**src/sv/spe_div_pipe.sv**
```systemverilog
// spe_div_pipe: pipelined restoring divider, one quotient bit per stage,
// several lanes sharing one divisor. Stand-alone, no package needed.
`default_nettype none

module spe_div_pipe #(
  parameter int unsigned LANES = 1,
  parameter int unsigned DEN_W = 8,
  parameter int unsigned QUO_W = 8,
  parameter int unsigned TAG_W = 1,
  localparam int unsigned NUM_W = DEN_W + QUO_W
) (
  input  logic                         clk_i,
  input  logic                         rst_ni,
  input  logic                         valid_i,
  input  logic [TAG_W-1:0]             tag_i,
  input  logic [LANES-1:0][NUM_W-1:0]  num_i,
  input  logic [DEN_W-1:0]             den_i,
  output logic                         valid_o,
  output logic [TAG_W-1:0]             tag_o,
  output logic [LANES-1:0][QUO_W-1:0]  quo_o
);

  // the upper DEN_W bits of a dividend are expected below the divisor

  logic [QUO_W-1:0]                 vld_q;
  logic [TAG_W-1:0]                 tag_q   [QUO_W];
  logic [DEN_W-1:0]                 den_q   [QUO_W];
  logic [LANES-1:0][DEN_W-1:0]      rem_q   [QUO_W];
  logic [LANES-1:0][DEN_W-1:0]      rem_d   [QUO_W];
  logic [LANES-1:0][QUO_W-1:0]      low_q   [QUO_W];
  logic [LANES-1:0][QUO_W-1:0]      low_d   [QUO_W];
  logic [TAG_W-1:0]                 src_tag [QUO_W];
  logic [DEN_W-1:0]                 src_den [QUO_W];
  logic [LANES-1:0][DEN_W-1:0]      src_rem [QUO_W];
  logic [LANES-1:0][QUO_W-1:0]      src_low [QUO_W];

  // stage sources: ports for the first stage, previous stage after that
  always_comb begin
    src_tag[0] = tag_i;
    src_den[0] = den_i;
    for (int l = 0; l < LANES; l++) begin
      src_rem[0][l] = num_i[l][NUM_W-1:QUO_W];
      src_low[0][l] = num_i[l][QUO_W-1:0];
    end
    for (int k = 1; k < QUO_W; k++) begin
      src_tag[k] = tag_q[k-1];
      src_den[k] = den_q[k-1];
      src_rem[k] = rem_q[k-1];
      src_low[k] = low_q[k-1];
    end
  end

  // one restoring step per stage: bring down a bit, subtract if it fits,
  // quotient bits shift in where dividend bits leave
  always_comb begin
    logic [DEN_W:0] cat;
    logic [DEN_W:0] dif;
    logic           ge;
    for (int k = 0; k < QUO_W; k++) begin
      for (int l = 0; l < LANES; l++) begin
        cat = {src_rem[k][l], src_low[k][l][QUO_W-1]};
        dif = cat - {1'b0, src_den[k]};
        ge  = (cat >= {1'b0, src_den[k]});
        rem_d[k][l] = ge ? dif[DEN_W-1:0] : cat[DEN_W-1:0];
        low_d[k][l] = {src_low[k][l][QUO_W-2:0], ge};
      end
    end
  end

  // valid bits
  always_ff @(posedge clk_i or negedge rst_ni) begin
    if (!rst_ni) begin
      vld_q <= '0;
    end else begin
      vld_q <= {vld_q[QUO_W-2:0], valid_i};
    end
  end

  // stage payload
  always_ff @(posedge clk_i) begin
    for (int k = 0; k < QUO_W; k++) begin
      tag_q[k] <= src_tag[k];
      den_q[k] <= src_den[k];
      rem_q[k] <= rem_d[k];
      low_q[k] <= low_d[k];
    end
  end

  assign valid_o = vld_q[QUO_W-1];
  assign tag_o   = tag_q[QUO_W-1];
  assign quo_o   = low_q[QUO_W-1];

  // every valid quotient belongs to a valid dividend taken in at the ports
  a_div_latency: assert property (@(posedge clk_i) disable iff (!rst_ni)
    valid_o |-> $past(valid_i, QUO_W))
    else $error("divider output without matching input");

endmodule

`default_nettype wire

```
**config.mk**
```make
export PLATFORM = sky130hd
export DESIGN_NAME = spe_div_pipe
export DESIGN_NICKNAME = d
export VERILOG_FILES = /design/src/sv/spe_div_pipe.sv
export SDC_FILE = /design/constraint.sdc
export NUM_CORES = 1
export LEC_CHECK = 0
export BUFFER_PORTS_ARGS = -buffer_cell sky130_fd_sc_hd__buf_2
export CAP_MARGIN = 15
export CORE_MARGIN = 4
export CORE_UTILIZATION = 54
export CTS_BUF_LIST = sky130_fd_sc_hd__clkbuf_8
export DETAILED_ROUTE_END_ITERATION = 6
export PLACE_DENSITY = 0.78
export SLEW_MARGIN = 15
export SYNTH_ARGS = -nofsm -noshare
export SYNTH_HDL_FRONTEND = slang
export SYNTH_SLANG_ARGS = --single-unit
export TNS_END_PERCENT = 5
```
**constraint.sdc**
```tcl
create_clock -name clk_i -period 2.4 [get_ports clk_i]
set_input_delay 0.48 -clock clk_i [delete_from_list [all_inputs] [get_ports clk_i]]
set_output_delay 0.48 -clock clk_i [all_outputs]
set_load 0.02 [all_outputs]
```
After elaboration in Yosys (flattened, before gate mapping)
Memory sizes are Yosys's and may differ from the RTL's.
Cells that the tools add are included.
{ "op_classes": {"n_lt_le_gt_ge": 8, "add_sub_neg": 8, "n_mux": 8} }
{ "op_table": {"columns": ["op", "n"], "rows": [
  ["9-bit by 8-bit greater-or-equal comparator with 1-bit output", 8],
  ["8-bit 2-to-1 mux", 8],
  ["8-bit subtractor", 8]
]} }
{ "word_totals": {"mem_bits_rw": 200, "ff_bits": 8, "word_cells": 29, "mem_count": 4, "in_bits": 28} }
{ "memory_table": {"columns": ["memory", "words", "width", "read_ports", "rd_ports_with_merged_regs", "wr", "line", "rtl"], "rows": [
  ["den_q", 8, 8, 7, 0, 8, "27", "logic [DEN_W-1:0] den_q [QUO_W];"],
  ["low_q", 8, 8, 8, 0, 8, "30", "logic [LANES-1:0][QUO_W-1:0] low_q [QUO_W];"],
  ["rem_q", 8, 8, 7, 0, 8, "28", "logic [LANES-1:0][DEN_W-1:0] rem_q [QUO_W];"],
  ["tag_q", 8, 1, 8, 0, 8, "26", "logic [TAG_W-1:0] tag_q [QUO_W];"]
]} }

Depth between registers and ports, before layout
{ "depth": {"ltp_word": 2, "ltp_mapped": 8} }

Worst setup path after synthesis
OpenSTA, ideal clock, no wires.
{ "synth_path": {"path_kind": "flip-flop to flip-flop", "startpoint": "mem den_q[5][3]", "endpoint": "mem rem_q[6][2] (netlist name)", "slack_ps": 187, "required_ps": 2279, "setup_ps": 121, "t_arrival_ps": 2092, "stages_incl_launch_ff": 8, "n_path_buf": 0, "path_cell_list": "dfxtp_1 inv_1 ha_1 a21o_1 a21oi_2 a31oi_1 a2111oi_4 mux2_2"} }
{ "synth_lines": {"columns": ["item", "line"], "rows": [
  ["start, declared", "27"],
  ["end, declared", "28"]
]} }

==> results.cfg <==
[run_status]
status = completed

[place]
hpwl_mm = 9.37
port_buffers = 37
placedCellCount = 891
place_area_sq_um = 7890
gp_congestion = 0.895

[die]
coreArea_sq_um = 13400
dieArea_sq_um = 15800
rows = 42
die_w_um = 126
fp.dieH_um = 126
ios = 38
start_util_pct = 55.9

[timing]
slew_headroom_pct = 66.6
finalHoldViolCount = 0
fmax_mhz = 454
report.final.slew_viol_count = 0
skew_ps = 12.4
finalSetupTns_ps = 0
fin_crit_ps = 2200
fin_crit_sh_pct = 91.7
finalSetupViolCount = 0
tightest_slew_ps = 501
rsz0062_at_grt = false

[routing]
wl_met3_um = 438
drtIter0Drc = 195
wl_per_cell_um = 13.4
highest_layer = met4
routed_wl_mm = 12.3
drt-met1-wl_mm = 4.86
ant_nets = 0
wl_met2_mm = 6.70
routed-via-count = 4751
drt_pre_antenna_iters = 5
drcViolationCount = 0
vias_per_cell = 5.14

[logic_synthesis]
ys_types = 43
synth-simple-area-share_pct = 8.60
synth_xor_area_share_pct = 2.57
synth_top_family_by_area = adder cells
synth_compound_area_share_pct = 11.1
synth-warning-count = 0
avgSynthCellArea_sq_um = 11.0
ys_ff_latch = 192
synthArstFlopShare_pct = 4.17
synth_flop_cell = dfxtp_1
synth.largest_area_cell = dfxtp_1
syn-num-nets = 779
netlist_area_sq_um = 7490
synthMuxAreaShare_pct = 8.27
synth_common_cells = 184 x dfxtp_1, 80 x inv_1, 64 x ha_1
synth_most_common_cell = dfxtp_1
ys_top_cells_by_area = dfxtp_1 49%, ha_1 11%, mux2_2 5.9%
ys_seq_area_share_pct = 51.8
netlist.area_leader.share_pct = 49.2
synthAdderAreaFrac_pct = 12.6
synth-edff-count = 0
synthCells = 680

[cells_and_area]
final_cells = 924
area_growth_pct = 10.8
drive_gt1_share_pct = 17.0
final_area_sq_um = 8300
layout.nets = 834
fin_util_pct = 61.9
antennaDiodeCount = 0

[clock_network]
clkLatencyLatePin_ps = 450
numCtsBuffers = 17
cts_root_buf = clkbuf_8
cts_setup_buffers = 0
cts_tree = yes
path_clk_slew_ps = 100
cts.sink_count = 192
h-tree-depth = 4
cts_buffer_depth = 2

[power]
p_per_area_nw_per_um2 = 1260
leakage_uw = 0.00387
ir_drop_v = 0.000459

[job]
cap_violations = 0

[worst_setup_path]
crit_path_end_kind = flop
path_buf_inv = 1
crit_type = flop to flop
crit_path_max_incr_delay_ps = 420
crit_family = compound AO/OA/AOI/OAI gates
slowest_stage = a2111oi_4
cp.arrival_ps = 2540
worstPathRequired_ps = 2740
start_kind = flop
cp_max_fo = 6
path_cells = inv_1, ha_1, a21o_1, a21oi_2, a31oi_1, a2111oi_4, mux2_2

[grt]
antenna_found_initial = 0
globalRoute.totalOverflow = 0
grt_util_all_layers_pct = 16.5
grt_pass1_vias = 4962
grt_max_degree = 18
grt_pass1_wl_mm = 21.3

[min_path]
hold_class = primary input to flop
-- final timing paths --
check | start | to | slack (ps) | cells past startpoint
min | num_i[6] | low_q[0][7]$_DFF_P_ | 120 | 1
max reg2reg | den_q[5][3]$_DFF_P_ | rem_q[6][6]$_DFF_P_ | 200 | 7
min reg2reg | tag_q[1][1]$_DFF_P_ | tag_q[1][2]$_DFF_P_ | 330 | 0
min in group asynchronous | rst_ni | vld_q[6]$_DFF_PN0_ | 420 | 2
max in group asynchronous | rst_ni | vld_q[2]$_DFF_PN0_ | 1810 | 2
max | den_q[5][3]$_DFF_P_ | rem_q[6][6]$_DFF_P_ | 200 | 7
-- sequential cells by signal, summed over array words and instances (netlist names) --
name and count:
low_q 64, rem_q 56, tag_q 8, den_q 56, vld_q 8
-- layer usage --
metal / global-route usage, % / vias up
met3: 4.87 / 30
met5: 0 / -
li1: - / 2427
met2: 30.5 / 105
met1: 16.6 / 2189
met4: 8.52 / 0
-- power breakdown --
part           leakage [uW]  total [uW]  switching, uW  internal, uW
sequential          0.00164        4270            297          3970
combinational       0.00202        4130           2080          2050
clock              0.000209        2090           1110           973
total               0.00387       10500           3490          6990
-- layout by cell type, fill, tap and decap left out, types with 4 or more instances in the layout --
cell	netlist	routed
or4b_2	4	4
nor3_1	7	7
a31oi_1	5	5
a211oi_1	4	4
inv_1	80	81
a21oi_1	34	34
mux2_2	39	39
o2111ai_1	5	5
nand2_1	21	21
nand3_1	20	20
xnor2_1	15	15
nand2b_1	14	14
o31a_1	7	7
nor2b_1	18	18
dfrtp_1	8	8
dfxtp_1	184	184
clkbuf_8	0	18
fa_1	7	7
buf_4	8	8
ha_1	64	64
inv_6	0	4
o21ai_0	24	24
buf_2	0	37
xor2_1	7	7
nor2_1	27	27
o21a_1	11	11
a21o_1	19	19
mux2i_1	18	18
-- logic make-up (layout without fill, tap and decap cells) --
kind of cell | count (synthesis) | after routing
adders and majority gates | 71 | 71
buffers and inverters | 93 | 161
muxes | 57 | 57
and+or+nand+nor | 123 | 123
AOI/OAI and AO/OA | 122 | 122
xor gates and xnor gates | 22 | 22
DFF | 192 | 192
-- what timing repair did --
action,CTS,global route
hold endpoints to repair,8,0
resized for setup,0,0
setup endpoints to repair,0,7
hold buffers,1,0
-- final cells by class --
class                   instances  area, sq um
fillers                      1054         5100
flip-flops and latches        192         3880
multi-input cells             395         3230
inverters                      83          312
repair buffers                 46          255
clock buffers                  18          248
well taps                     176          220
clock inverters                14          153
-- metrics by stage --
step	total power, uW	setup WS (ps)	hold WS, ps
floorplan	7550	187	184
global placement	8220	126	310
detailed placement	8420	35.8	312
CTS	10500	69.7	76.7
global route	11200	36.3	66.7
finish	10500	198	121
Power figures use the tool's default switching activity.
